## config.mk

```make
export PLATFORM = sky130hd
export DESIGN_NAME = battery_soc_estimator
export DESIGN_NICKNAME = d
export VERILOG_FILES = /design/src/rtl/bse_pkg.sv /design/src/rtl/bse_div.sv /design/src/rtl/bse_datapath.sv /design/src/rtl/bse_ctrl.sv /design/src/rtl/battery_soc_estimator.sv
export SDC_FILE = /design/constraint.sdc
export NUM_CORES = 1
export LEC_CHECK = 0
export BUFFER_PORTS_ARGS = -buffer_cell sky130_fd_sc_hd__buf_2
export CAP_MARGIN = 40
export CORE_MARGIN = 4
export CORE_UTILIZATION = 60
export DETAILED_ROUTE_END_ITERATION = 16
export HOLD_SLACK_MARGIN = 0.02
export PLACE_DENSITY = 0.82
export SLEW_MARGIN = 20
export SYNTH_ARGS = -nofsm -noshare
export SYNTH_HDL_FRONTEND = slang
export SYNTH_SLANG_ARGS = --single-unit
```

## constraint.sdc

```tcl
create_clock -name clk -period 9.85 [get_ports clk]
set_clock_uncertainty 0.2 [all_clocks]
set_input_delay 1.97 -clock clk [delete_from_list [all_inputs] [get_ports clk]]
set_output_delay 1.97 -clock clk [all_outputs]
set_load 0.02 [all_outputs]
```

## src/rtl/bse_pkg.sv

```systemverilog
// Shared types, register indexes and the charge curve for the battery charge estimator.
`default_nettype none
package bse_pkg;

  localparam int MAX_SAMPLES_DEF = 64;
  localparam int TABLE_POINTS    = 12;

  localparam int SAMPLE_W = 12;
  localparam int CNT_W    = 7;
  localparam int RATIO_W  = 13;
  localparam int MV_W     = 16;
  localparam int PCT_W    = 10;
  localparam int PS_W     = 2;
  localparam int CFG_IDX_W  = 3;
  localparam int CFG_DATA_W = 16;

  // Interpolation widths: segment span and voltage offset below 512 mV,
  // charge step per segment below 128 tenths.
  localparam int DEN_W = 9;
  localparam int DP_W  = 7;
  localparam int NUM_W = DEN_W + DP_W;
  localparam int SEG_W = $clog2(TABLE_POINTS);

  localparam logic [CFG_IDX_W-1:0] REG_SAMPLE_COUNT = 3'd0;
  localparam logic [CFG_IDX_W-1:0] REG_DIVIDER      = 3'd1;
  localparam logic [CFG_IDX_W-1:0] REG_PRESENT_MIN  = 3'd2;
  localparam logic [CFG_IDX_W-1:0] REG_LOW          = 3'd3;
  localparam logic [CFG_IDX_W-1:0] REG_CRITICAL     = 3'd4;

  localparam logic [CNT_W-1:0]   RST_SAMPLE_COUNT = 7'd16;
  localparam logic [RATIO_W-1:0] RST_DIVIDER      = 13'd512;
  localparam logic [MV_W-1:0]    RST_PRESENT_MIN  = 16'd2500;
  localparam logic [PCT_W-1:0]   RST_LOW          = 10'd200;
  localparam logic [PCT_W-1:0]   RST_CRITICAL     = 10'd50;

  localparam logic [PCT_W-1:0] FULL_TENTHS = 10'd1000;

  localparam logic [PS_W-1:0] PS_NORMAL   = 2'd0;
  localparam logic [PS_W-1:0] PS_LOW      = 2'd1;
  localparam logic [PS_W-1:0] PS_CRITICAL = 2'd2;

  // Discharge curve, descending in both voltage and charge.
  localparam logic [MV_W-1:0] CURVE_MV [TABLE_POINTS] = '{
    16'd4200, 16'd4100, 16'd4000, 16'd3920, 16'd3860, 16'd3820,
    16'd3790, 16'd3770, 16'd3730, 16'd3690, 16'd3610, 16'd3300
  };
  localparam logic [PCT_W-1:0] CURVE_PCT [TABLE_POINTS] = '{
    10'd1000, 10'd900, 10'd800, 10'd700, 10'd600, 10'd500,
    10'd400,  10'd300, 10'd200, 10'd100, 10'd50,  10'd0
  };

  typedef struct packed {
    logic accept;
    logic avg_start;
    logic pct_start;
    logic load_cell;
    logic load_seg;
    logic load_pct;
    logic load_out;
  } cmd_t;

  typedef struct packed {
    logic due;
    logic div_done;
    logic skip_div;
    logic out_free;
  } status_t;

endpackage
`default_nettype wire

```

## src/rtl/bse_div.sv

```systemverilog
// Restoring divider that produces one quotient bit per cycle.
`default_nettype none
module bse_div #(
  parameter int DIV_W = 19
) (
  input  wire logic                      clk,
  input  wire logic                      rst_n,
  input  wire logic                      start,
  input  wire logic [DIV_W-1:0]          dividend,
  input  wire logic [bse_pkg::DEN_W-1:0] divisor,
  output logic      [DIV_W-1:0]          quotient,
  output logic                           done
);
  import bse_pkg::*;

  localparam int CW = $clog2(DIV_W + 1);

  logic [DIV_W-1:0] quo_r;
  logic [DEN_W-1:0] rem_r;
  logic [DEN_W-1:0] den_r;
  logic [CW-1:0]    cnt_r;
  logic             busy_r;
  logic             done_r;

  logic [DEN_W:0]   shifted;
  logic             fits;
  logic [DEN_W-1:0] rem_nxt;

  always_comb begin
    shifted = {rem_r, quo_r[DIV_W-1]};
    fits    = shifted >= {1'b0, den_r};
    rem_nxt = fits ? DEN_W'(shifted - {1'b0, den_r}) : shifted[DEN_W-1:0];
  end

  always_ff @(posedge clk) begin
    if (!rst_n) begin
      busy_r <= 1'b0;
      done_r <= 1'b0;
      cnt_r  <= '0;
    end else begin
      done_r <= 1'b0;
      if (start) begin
        busy_r <= 1'b1;
        cnt_r  <= CW'(DIV_W);
      end else if (busy_r) begin
        cnt_r <= cnt_r - 1'b1;
        if (cnt_r == CW'(1)) begin
          busy_r <= 1'b0;
          done_r <= 1'b1;
        end
      end
    end
  end

  always_ff @(posedge clk) begin
    if (start) begin
      quo_r <= dividend;
      rem_r <= '0;
      den_r <= divisor;
    end else if (busy_r) begin
      quo_r <= {quo_r[DIV_W-2:0], fits};
      rem_r <= rem_nxt;
    end
  end

  assign quotient = quo_r;
  assign done     = done_r;

endmodule
`default_nettype wire

```

## src/rtl/bse_datapath.sv

```systemverilog
// Datapath: configuration registers, sample accumulator, scaling, curve lookup and result register.
`default_nettype none
module bse_datapath #(
  parameter int MAX_SAMPLES = bse_pkg::MAX_SAMPLES_DEF
) (
  input  wire logic                           clk,
  input  wire logic                           rst_n,
  input  wire bse_pkg::cmd_t                  cmd,
  output bse_pkg::status_t                    status,
  input  wire logic [bse_pkg::SAMPLE_W-1:0]   in_sample_mv,
  input  wire logic                           cfg_we,
  input  wire logic [bse_pkg::CFG_IDX_W-1:0]  cfg_index,
  input  wire logic [bse_pkg::CFG_DATA_W-1:0] cfg_data,
  output logic                                out_valid,
  input  wire logic                           out_stall,
  output logic      [bse_pkg::MV_W-1:0]       out_cell_mv,
  output logic      [bse_pkg::PCT_W-1:0]      out_charge_tenths,
  output logic      [bse_pkg::PS_W-1:0]       out_power_state,
  output logic                                out_battery_present
);
  import bse_pkg::*;

  localparam int SUM_W  = SAMPLE_W + $clog2(MAX_SAMPLES + 1);
  localparam int DIV_W  = (SUM_W > NUM_W) ? SUM_W : NUM_W;
  localparam int PROD_W = DIV_W + RATIO_W;

  // Configuration registers.
  logic [CNT_W-1:0]   count_cfg_r;
  logic [RATIO_W-1:0] ratio_r;
  logic [MV_W-1:0]    present_min_r;
  logic [PCT_W-1:0]   low_r;
  logic [PCT_W-1:0]   crit_r;

  always_ff @(posedge clk) begin
    if (!rst_n) begin
      count_cfg_r   <= RST_SAMPLE_COUNT;
      ratio_r       <= RST_DIVIDER;
      present_min_r <= RST_PRESENT_MIN;
      low_r         <= RST_LOW;
      crit_r        <= RST_CRITICAL;
    end else if (cfg_we) begin
      case (cfg_index)
        REG_SAMPLE_COUNT: count_cfg_r   <= cfg_data[CNT_W-1:0];
        REG_DIVIDER:      ratio_r       <= cfg_data[RATIO_W-1:0];
        REG_PRESENT_MIN:  present_min_r <= cfg_data[MV_W-1:0];
        REG_LOW:          low_r         <= cfg_data[PCT_W-1:0];
        REG_CRITICAL:     crit_r        <= cfg_data[PCT_W-1:0];
        default: ;
      endcase
    end
  end

  // Effective sample count: zero acts as one, large counts clamp.
  logic [CNT_W-1:0] n_eff;
  always_comb begin
    if (count_cfg_r == '0)
      n_eff = CNT_W'(1);
    else if (32'(count_cfg_r) > MAX_SAMPLES)
      n_eff = CNT_W'(MAX_SAMPLES);
    else
      n_eff = count_cfg_r;
  end

  // Accumulator.
  logic [SUM_W-1:0] sum_r;
  logic [CNT_W-1:0] taken_r;
  logic [SUM_W-1:0] sum_in;
  logic             due;

  assign sum_in = sum_r + SUM_W'(in_sample_mv);
  assign due    = ({1'b0, taken_r} + 1'b1) >= {1'b0, n_eff};

  always_ff @(posedge clk) begin
    if (!rst_n) begin
      sum_r   <= '0;
      taken_r <= '0;
    end else if (cmd.accept) begin
      if (due) begin
        sum_r   <= '0;
        taken_r <= '0;
      end else begin
        sum_r   <= sum_in;
        taken_r <= taken_r + 1'b1;
      end
    end
  end

  // Segment registers and interpolation terms.
  logic [MV_W-1:0]  cell_r;
  logic [SEG_W-1:0] seg_r;
  logic             present_r;
  logic             skip_r;
  logic [PCT_W-1:0] pct_r;

  logic [DEN_W-1:0] span;
  logic [DEN_W-1:0] dv;
  logic [DP_W-1:0]  dp;
  logic [NUM_W-1:0] num;

  always_comb begin
    span = DEN_W'(CURVE_MV[seg_r - 1'b1] - CURVE_MV[seg_r]);
    dv   = DEN_W'(cell_r - CURVE_MV[seg_r]);
    dp   = DP_W'(CURVE_PCT[seg_r - 1'b1] - CURVE_PCT[seg_r]);
    num  = NUM_W'(dv) * NUM_W'(dp);
  end

  // Shared divider: average first, interpolation second.
  logic             div_start;
  logic [DIV_W-1:0] div_dividend;
  logic [DEN_W-1:0] div_divisor;
  logic [DIV_W-1:0] quo;
  logic             div_done;

  always_comb begin
    div_start    = cmd.avg_start | cmd.pct_start;
    div_dividend = cmd.avg_start ? DIV_W'(sum_in) : DIV_W'(num);
    div_divisor  = cmd.avg_start ? DEN_W'(n_eff) : span;
  end

  bse_div #(
    .DIV_W(DIV_W)
  ) u_div (
    .clk     (clk),
    .rst_n   (rst_n),
    .start   (div_start),
    .dividend(div_dividend),
    .divisor (div_divisor),
    .quotient(quo),
    .done    (div_done)
  );

  // Scale the average by the divider ratio and saturate.
  logic [PROD_W-1:0] prod;
  logic [PROD_W-9:0] scaled;
  logic [MV_W-1:0]   cell_nxt;

  always_comb begin
    prod     = PROD_W'(quo) * PROD_W'(ratio_r);
    scaled   = prod[PROD_W-1:8];
    cell_nxt = (scaled > (PROD_W-8)'(16'hFFFF)) ? 16'hFFFF : scaled[MV_W-1:0];
  end

  // Locate the curve segment: first point at or below the cell voltage.
  logic [SEG_W-1:0] seg;
  logic             above_top;
  logic             below_bot;
  logic             present;

  always_comb begin
    seg = '0;
    for (int i = TABLE_POINTS - 1; i >= 1; i--) begin
      if (cell_r >= CURVE_MV[i])
        seg = SEG_W'(i);
    end
    above_top = cell_r >= CURVE_MV[0];
    below_bot = cell_r <= CURVE_MV[TABLE_POINTS-1];
    present   = cell_r >= present_min_r;
  end

  always_ff @(posedge clk) begin
    if (cmd.load_cell)
      cell_r <= cell_nxt;
    if (cmd.load_seg) begin
      seg_r     <= seg;
      present_r <= present;
      skip_r    <= !present || above_top || below_bot;
    end
    if (cmd.load_seg) begin
      if (!present)
        pct_r <= FULL_TENTHS;
      else if (above_top)
        pct_r <= CURVE_PCT[0];
      else
        pct_r <= CURVE_PCT[TABLE_POINTS-1];
    end else if (cmd.load_pct) begin
      pct_r <= CURVE_PCT[seg_r] + PCT_W'(quo);
    end
  end

  // Classification and result register.
  logic [PS_W-1:0] ps;
  always_comb begin
    if (!present_r)
      ps = PS_NORMAL;
    else if (pct_r <= crit_r)
      ps = PS_CRITICAL;
    else if (pct_r <= low_r)
      ps = PS_LOW;
    else
      ps = PS_NORMAL;
  end

  logic            out_valid_r;
  logic [MV_W-1:0] out_cell_r;
  logic [PCT_W-1:0] out_pct_r;
  logic [PS_W-1:0] out_ps_r;
  logic            out_present_r;
  logic            out_free;

  always_ff @(posedge clk) begin
    if (!rst_n)
      out_valid_r <= 1'b0;
    else if (cmd.load_out)
      out_valid_r <= 1'b1;
    else if (!out_stall)
      out_valid_r <= 1'b0;
  end

  always_ff @(posedge clk) begin
    if (cmd.load_out) begin
      out_cell_r    <= cell_r;
      out_pct_r     <= pct_r;
      out_ps_r      <= ps;
      out_present_r <= present_r;
    end
  end

  assign out_free = !out_valid_r || !out_stall;
  assign status   = '{due: due, div_done: div_done, skip_div: skip_r, out_free: out_free};

  assign out_valid           = out_valid_r;
  assign out_cell_mv         = out_cell_r;
  assign out_charge_tenths   = out_pct_r;
  assign out_power_state     = out_ps_r;
  assign out_battery_present = out_present_r;

endmodule
`default_nettype wire

```

## src/rtl/bse_ctrl.sv

```systemverilog
// Controller that sequences accumulation, averaging, lookup and result hand-off.
`default_nettype none
module bse_ctrl (
  input  wire logic             clk,
  input  wire logic             rst_n,
  input  wire logic             in_valid,
  output logic                  in_stall,
  input  wire bse_pkg::status_t status,
  output bse_pkg::cmd_t         cmd
);
  import bse_pkg::*;

  typedef enum logic [2:0] {
    S_IDLE,
    S_AVG,
    S_SEG,
    S_INTERP,
    S_PCT,
    S_CLASS
  } state_t;

  state_t state_r;
  state_t state_nxt;

  always_comb begin
    state_nxt = state_r;
    cmd       = '0;
    case (state_r)
      S_IDLE: begin
        if (in_valid) begin
          cmd.accept = 1'b1;
          if (status.due) begin
            cmd.avg_start = 1'b1;
            state_nxt     = S_AVG;
          end
        end
      end
      S_AVG: begin
        if (status.div_done) begin
          cmd.load_cell = 1'b1;
          state_nxt     = S_SEG;
        end
      end
      S_SEG: begin
        cmd.load_seg = 1'b1;
        state_nxt    = S_INTERP;
      end
      S_INTERP: begin
        if (status.skip_div) begin
          state_nxt = S_CLASS;
        end else begin
          cmd.pct_start = 1'b1;
          state_nxt     = S_PCT;
        end
      end
      S_PCT: begin
        if (status.div_done) begin
          cmd.load_pct = 1'b1;
          state_nxt    = S_CLASS;
        end
      end
      S_CLASS: begin
        // Wait here while the previous result still sits in the output register.
        if (status.out_free) begin
          cmd.load_out = 1'b1;
          state_nxt    = S_IDLE;
        end
      end
      default: state_nxt = S_IDLE;
    endcase
  end

  always_ff @(posedge clk) begin
    if (!rst_n)
      state_r <= S_IDLE;
    else
      state_r <= state_nxt;
  end

  assign in_stall = (state_r != S_IDLE);

endmodule
`default_nettype wire

```

## src/rtl/battery_soc_estimator.sv

```systemverilog
// Top level of the battery state-of-charge estimator.
//
// Input channel: one item per accepted in_valid/in_stall handshake carries a
// calibrated ADC reading in millivolts. Items that do not close a batch are
// taken one per cycle. The item that completes a batch of sample_count
// readings starts an estimate, and in_stall stays high while it runs.
// An estimate uses the shared restoring divider (19 bits wide at the default
// MAX_SAMPLES of 64): one divider pass forms the average, a second forms the
// interpolated charge. Clamped and no-battery cases skip the second pass.
// Output channel: one item per estimate, held in an output register until
// accepted; new samples are still taken while it waits. If out_stall keeps the
// register full when the next estimate finishes, the block holds that estimate
// and keeps in_stall high until the register frees.
// Configuration: cfg_ready is always high; write only while the block is idle.
// Reset (rst_n low, synchronous) clears the sum, sample count and output valid,
// and loads the register defaults 16, 512, 2500, 200 and 50.
`default_nettype none
module battery_soc_estimator #(
  parameter int MAX_SAMPLES = bse_pkg::MAX_SAMPLES_DEF
) (
  input  wire logic                           clk,
  input  wire logic                           rst_n,
  input  wire logic                           in_valid,
  output logic                                in_stall,
  input  wire logic [bse_pkg::SAMPLE_W-1:0]   in_sample_mv,
  output logic                                out_valid,
  input  wire logic                           out_stall,
  output logic      [bse_pkg::MV_W-1:0]       out_cell_mv,
  output logic      [bse_pkg::PCT_W-1:0]      out_charge_tenths,
  output logic      [bse_pkg::PS_W-1:0]       out_power_state,
  output logic                                out_battery_present,
  input  wire logic                           cfg_valid,
  output logic                                cfg_ready,
  input  wire logic [bse_pkg::CFG_IDX_W-1:0]  cfg_index,
  input  wire logic [bse_pkg::CFG_DATA_W-1:0] cfg_data
);
  import bse_pkg::*;

  cmd_t    cmd;
  status_t status;

  assign cfg_ready = 1'b1;

  bse_ctrl u_ctrl (
    .clk     (clk),
    .rst_n   (rst_n),
    .in_valid(in_valid),
    .in_stall(in_stall),
    .status  (status),
    .cmd     (cmd)
  );

  bse_datapath #(
    .MAX_SAMPLES(MAX_SAMPLES)
  ) u_datapath (
    .clk                (clk),
    .rst_n              (rst_n),
    .cmd                (cmd),
    .status             (status),
    .in_sample_mv       (in_sample_mv),
    .cfg_we             (cfg_valid && cfg_ready),
    .cfg_index          (cfg_index),
    .cfg_data           (cfg_data),
    .out_valid          (out_valid),
    .out_stall          (out_stall),
    .out_cell_mv        (out_cell_mv),
    .out_charge_tenths  (out_charge_tenths),
    .out_power_state    (out_power_state),
    .out_battery_present(out_battery_present)
  );

endmodule
`default_nettype wire

```

**Yosys cells after proc, flatten, opt, wreduce, memory -nomap -nowiden**

Memories as Yosys holds them, arrays and structs flattened.
Index checks and enable logic that the tools add are counted.

- $add $sub $neg: 10
- Multipliers: 2
- Magnitude comparators: 22
- Equality and inequality tests: 16
- Mux-type cells: 59
- Bitwise operators: 6
- Reduce and logical (&&, ||, !) cells: 23

Operators with widths:

| operator | number |
|---|---|
| >= comparator 16 x 12 -> 1 bit (second input constant) | 10 |
| 2-to-1 mux 19 bit | 4 |
| 2-to-1 mux 10 bit | 6 |
| 2-to-1 mux 9 bit | 5 |
| 2-to-1 mux 7 bit | 6 |
| >= comparator 16 x 13 -> 1 bit (second input constant) | 2 |
| multiplier 19 x 13 -> 32 bit | 1 |
| 2-to-1 mux 3 bit | 9 |
| subtractor 9 bit | 3 |
| greater-than comparator 24 x 16 -> 1 bit (second input constant) | 1 |
| <= comparator 10 bit | 2 |
| adder 19 x 12 -> 19 bit | 1 |
| one-hot mux 3 bit (6 select lines) | 1 |
| 2-to-1 mux 1 bit | 17 |
| >= comparator 16 bit | 1 |
| <= comparator 16 x 12 -> 1 bit (second input constant) | 1 |
| multiplier 9 x 7 -> 16 bit | 1 |
| 2-to-1 mux 4 bit | 4 |
| == test 3 x 2 -> 1 bit (second input constant) | 4 |
| adder 10 bit | 1 |
| >= comparator 10 x 9 -> 1 bit | 1 |
| >= comparator 5 bit (second input constant) | 2 |
| 2-to-1 mux 2 bit | 5 |
| 2-to-1 mux 5 bit | 2 |
| other kinds (26) | 48 |

- Bits in registers: 191
- Memory bits (read-only): 832
- Output and inout port bits: 32
- Word-level logic and storage cells: 171
- Memories: 4

Memory list:

| name | depth | width | rd ports | clocked after Yosys merged registers in | write ports | RTL line | source |
|---|---|---|---|---|---|---|---|
| (name not given) | 16 | 16 | 1 | 0 | 0 | bse_datapath.sv:102 | `dv = DEN_W'(cell_r - CURVE_MV[seg_r]);` |
| (name not given) | 16 | 16 | 1 | 0 | 0 | bse_datapath.sv:101 | `span = DEN_W'(CURVE_MV[seg_r - 1'b1] - CURVE_MV[seg_r]);` |
| (name not given) | 16 | 10 | 1 | 0 | 0 | bse_datapath.sv:103 | `dp = DP_W'(CURVE_PCT[seg_r - 1'b1] - CURVE_PCT[seg_r]);` |
| (name not given) | 16 | 10 | 1 | 0 | 0 | bse_datapath.sv:103 |  |

**Logic depth before layout (Yosys ltp)**

- Word-level depth: 11
- Gate-level depth with buffers: 32
- Depth with buffers taken out: 30

**Hierarchy**

From an unflattened synthesis, not the netlist that was laid out.

- Cell total of the unflattened synthesis: 2388
- Area total of the unflattened synthesis: 21052.7 um^2

By module, submodules not included:

| module | instances | cells each | area each (um^2) |
|---|---|---|---|
| bse_datapath | 1 | 2168 | 18536.5 |
| bse_div | 1 | 186 | 2242.2 |
| bse_ctrl | 1 | 32 | 262.8 |
| battery_soc_estimator | 1 | 2 | 11.3 |

**Worst setup path before layout**

Ideal clock, no wire load.

- Kind: register -> register
- Start point: register u_datapath.seg_r[0]
- End point: register u_datapath.u_div.quo_r[15] (netlist: u_datapath.u_div.quotient[15]) (data pin)
- Library setup time: 152 ps
- Arrival: 6656 ps
- Setup slack: 2841 ps
- Cell stages (with the launch flop): 30
- Cells stage by stage: edfxtp_1 -> buf_2 -> inv_1 -> ha_1 -> clkbuf_1 -> inv_1 -> ha_1 -> inv_1 -> o21a_1 -> a311oi_1 -> ha_1 -> a21oi_2 -> xnor2_2 -> or2_1 -> fa_1 -> fa_1 -> inv_1 -> fa_1 -> ha_1 -> inv_1 -> fa_1 -> nor2b_1 -> o21ai_0 -> a21boi_0 -> o21ai_0 -> a21oi_1 -> a31oi_1 -> xnor2_1 -> a211o_1 -> o21ai_0

- Cells in the longest elaborated chain, start to end: 9
- Elaborated cells on any way between the ends: 17
- Classes of those cells: add/sub: 3; mul: 1; mux: 8; bitwise: 2; memory: 3

RTL lines:

| element | RTL line | source |
|---|---|---|
| start: declaration | bse_datapath.sv:90 | `logic [SEG_W-1:0] seg_r;` |
| start signal: assignment | bse_datapath.sv:164 | `seg_r <= seg;` |
| subtractor 4 x 1 -> 4 bit | bse_datapath.sv:103 |  |
| NOT 4 -> 5 bit (not written as such) | bse_datapath.sv:103 |  |
| memory (16 x 10 bit) | - |  |
| 2-to-1 mux 7 bit (not written as such) (2 in series) | bse_datapath.sv:103 |  |
| subtractor 7 bit | bse_datapath.sv:103 |  |
| multiplier 9 x 7 -> 16 bit (*) | bse_datapath.sv:104 | `num = NUM_W'(dv) * NUM_W'(dp);` |
| 2-to-1 mux 19 bit (*) | bse_datapath.sv:116 | `div_dividend = cmd.avg_start ? DIV_W'(sum_in) : DIV_W'(num);` |
| 2-to-1 mux 19 bit (*) | bse_div.sv:56 | `if (start) begin` |
| end signal: assignment | bse_div.sv:57 | `quo_r <= dividend;` |
| end signal: assignment | bse_div.sv:61 | `quo_r <= {quo_r[DIV_W-2:0], fits};` |
| end: declaration | bse_div.sv:18 | `logic [DIV_W-1:0] quo_r;` |

Mark *: on every way between the ends. The rest lies on a longest branch, timed or not. The select of a mux whose other input is x is not followed.
A chain may end at the register's enable or synchronous reset.

**Worst setup path after layout**

Ends and elaborated chain as after synthesis.

==> key figures <==
Setup path
  – CP startpoint kind: register
  – FF-to-FF path depth: 27
  – CP Max Fanout: 13
  – Most frequent CP cell: inv_1
  – Reg-to-reg slack, setup: 1.98 ns
  – RR Startpoint: u_datapath.seg_r[0]
  – Setup CP Type: register to register
  – CP max stage delay: 0.62 ns
  – Crit. End Element: register
  – CP required: 9.95 ns
  – Slowest library cell on the worst path: edfxtp_1
  – WP data arrival: 7.97 ns
  – R2r endpoint: u_datapath.u_div.quotient[15]

Synth
  – Syn Nets: 2793
  – Post-Syn Area per Cell: 8.866 sq um
  – FF+latch count, synth: 191
  – Synth unique cells: 82
  – Post-synth top flop: dfxtp_1
  – Post-Syn Instances: 2328
  – Synthesized area: 20640 sq um
  – EDFF count, synth: 89
  – Post-synthesis sequential area ratio: 0.2284
  – Synth async-reset ratio: 0
  – Synth warn: 0

Finish
  – Nets: 2794
  – Most frequent cells in the layout: nand2_1 (350), inv_1 (316), fa_1 (221)
  – Commonest non-fill, non-tap cell in the layout: nand2_1
  – Fill cells: 2712
  – Share of cells above drive strength 1: 0.06405
  – Finished Core Util: 0.6509
  – Fin area: 21930 sq um
  – Area grow syn2layout: 6.274%

Floorplan
  – Die X: 193.5 um
  – # IOs: 68
  – Chip Height: 193.5 um
  – Core Box Area: 33700 sq um
  – Starting Density: 0.6125
  – Die ar.: 37430 sq um
  – Rows: 67

Job
  – Max_cap viols: 0

Timing
  – Final slew viol count: 0
  – Max-slew headroom: 0.3659
  – RSZ-0062 raised after global routing: false
  – Tightest Pin Transition: 0.9498 ns
  – Min Tclk post-route: 7.874 ns
  – # setup viols final: 0
  – TNS Setup: 0 ns
  – Achievable Freq: 127.0 MHz
  – Number of hold violations in the final report: 0
  – Final Cycle Share: 0.7994

Route
  – DR pass1 iterations: 6
  – Routed WL: 50.88 mm
  – Post-DR wirelength/cell: 18.23 um
  – # DRC: 0
  – Drt via density: 5.868
  – DRT antenna net count: 0
  – Initial DRC Count: 1348
  – Routed vias: 16378

Worst hold path
  – Hold Crit Class: register to register
  – Worst Hold End: u_datapath.low_r[1]
  – Hold Path Stages: 2
  – Hold path startpoint: u_datapath.low_r[1]

CTS
  – Sinks on Clock Net: 191
  – Reg clk slew, reported paths: 0.08 ns
  – Post-CTS Hold Buffers: 0
  – CTS H-Tree Depth: 4
  – Cts bufs inserted: 17
  – CTS tree: done
  – CTS Root Cell: clkbuf_16
  – # Post-CTS Setup Buffers: 0
  – Post-CTS resize count: 0
  – Clock latency on the worst-skew pair: 0.47 ns
  – Clock tree buffer depth: 2

GRT
  – Number of global-route vias before repair: 16648
  – Pin count of the biggest net entering global routing: 94
  – Antenna violations before repair: 1
  – Grt total ovfl: 0
  – First-pass GRT wire length: 83.90 mm
  – GR Util All Layers: 0.2736

Placement
  – Final GP Congestion: 0.9291
  – Dpl cell area: 21250 sq um
  – DP HPWL: 38.68 mm
  – Port buffer count: 66

Power and ir drop
  – Worst VDD drop: 0.1326 mV
  – Leak: 10.15 nW
  – PwrDens: 98.64 nW/um^2

Outcome
  – Outcome: complete, no violations
## kinds of logic (layout without fill, tap and decap cells)
kind of cell               count (synthesis)  count (layout)  share of synthesized area
AOI/OAI and AO/OA                        401             401                     0.1287
xor gates and xnor gates                  92              92                    0.04013
adders and majority gates                429             429                     0.3404
buffers and inverters                    419             433                    0.07717
DFF                                      191             191                     0.2284
muxes                                     10              10                   0.004850
other                                      1               2                  0.0001817
and+or+nand+nor                          785             785                     0.1801
## cells in the mapped netlist, types with 12 or more instances
cell | n | area, sq um
nor2b_1 | 34 | 212.7
a211oi_1 | 14 | 105.1
nand3_1 | 32 | 160.2
ha_1 | 208 | 2603
dfxtp_1 | 102 | 2042
edfxtp_1 | 89 | 2673
a21oi_1 | 98 | 490.5
nor3_1 | 27 | 135.1
clkbuf_1 | 91 | 341.6
inv_1 | 316 | 1186
nand4_1 | 17 | 106.4
a21o_1 | 48 | 360.4
or2_2 | 12 | 75.07
xor2_1 | 41 | 359.1
o211ai_1 | 16 | 120.1
nand2_1 | 350 | 1314
a21boi_0 | 64 | 480.5
nor2_1 | 120 | 450.4
and2_1 | 107 | 669.4
xnor2_1 | 48 | 420.4
nand2b_1 | 39 | 244.0
fa_1 | 221 | 4424
o21a_1 | 13 | 97.59
o21ai_0 | 74 | 370.4
## per-stage QoR
stage               std cells  hold WS (ns)  power [mW]  setup slack [ns]
finish                   2791        0.2699       2.164             1.976
global placement         2747        0.2493       1.450             2.309
global route             2790        0.2921       2.285             1.565
CTS                      2783        0.2709       2.164             2.058
detailed placement       2751        0.2440       1.474             2.111
floorplan                2328        0.2264       1.343             2.841
## worst max-delay path by stage
stage	startpoint	endpoint	slack, ns	depth (start not counted)
after global routing	u_datapath.seg_r[0]	u_datapath.u_div.quotient[15]	1.57	27
after floorplan	u_datapath.seg_r[0]	u_datapath.u_div.quotient[15]	2.84	29
final	u_datapath.seg_r[0]	u_datapath.u_div.quotient[15]	1.98	27
after detailed placement	u_datapath.seg_r[0]	u_datapath.u_div.quotient[15]	2.11	27
after global placement	u_datapath.seg_r[0]	u_datapath.u_div.quotient[15]	2.31	27
after CTS	u_datapath.seg_r[0]	u_datapath.u_div.quotient[15]	2.06	27
## critical path: cells and delay by family (launching register included)
| kind | cells | cell delay (ns) |
|---|---|---|
| AO/OA/AOI/OAI | 10 | 1.92 |
| flip-flops | 1 | 0.62 |
| AND/OR/NAND/NOR | 2 | 0.44 |
| adder cells (fa/ha/maj) | 8 | 3.47 |
| XOR/XNOR | 2 | 0.33 |
| buffers and inverters | 5 | 0.70 |
## state kept, by name (all words and copies together), names as in the netlist, 2 cells and up
register,count
u_datapath.sum_r,19
u_datapath.u_div.quotient,19
u_datapath.cell_r,16
u_datapath.out_cell_mv,16
u_datapath.present_min_r,16
u_datapath.ratio_r,13
u_datapath.crit_r,10
u_datapath.low_r,10
u_datapath.out_charge_tenths,10
u_datapath.pct_r,10
u_datapath.u_div.den_r,9
u_datapath.u_div.rem_r,9
u_datapath.count_cfg_r,7
u_datapath.taken_r,7
u_datapath.u_div.cnt_r,5
u_datapath.seg_r,4
u_ctrl.state_r,3
u_datapath.out_power_state,2
## routing by layer
metal / track usage / vias to the layer above / wire, um
met5: 0 / - / 0
met4: 0.09966 / 0 / 1700
met3: 0.04540 / 127 / 4239
met2: 0.4561 / 719 / 24340
met1: 0.3631 / 7928 / 20600
li1: - / 7604 / -
## where the power goes
| part | total [mW] | internal, mW | switching (mW) | leakage (nW) |
|---|---|---|---|---|
| Sequential | 0.917 | 0.866 | 0.0503 | 1.66 |
| Clock | 0.698 | 0.337 | 0.361 | 0.281 |
| Combinational | 0.549 | 0.231 | 0.319 | 8.21 |
## cell type report
class                   count  area (sq um)  area share
repair buffers             83         543.0     0.02476
multi-input cells        1718         14350      0.6543
flip-flops and latches    191          4715      0.2149
clock inverters            15         143.9    0.006560
clock buffers              17         425.4     0.01939
well taps                 448         560.5     0.02555
diodes                      1         2.502   0.0001141
inverters                 318          1194     0.05442
Power figures use the tool's default switching activity.
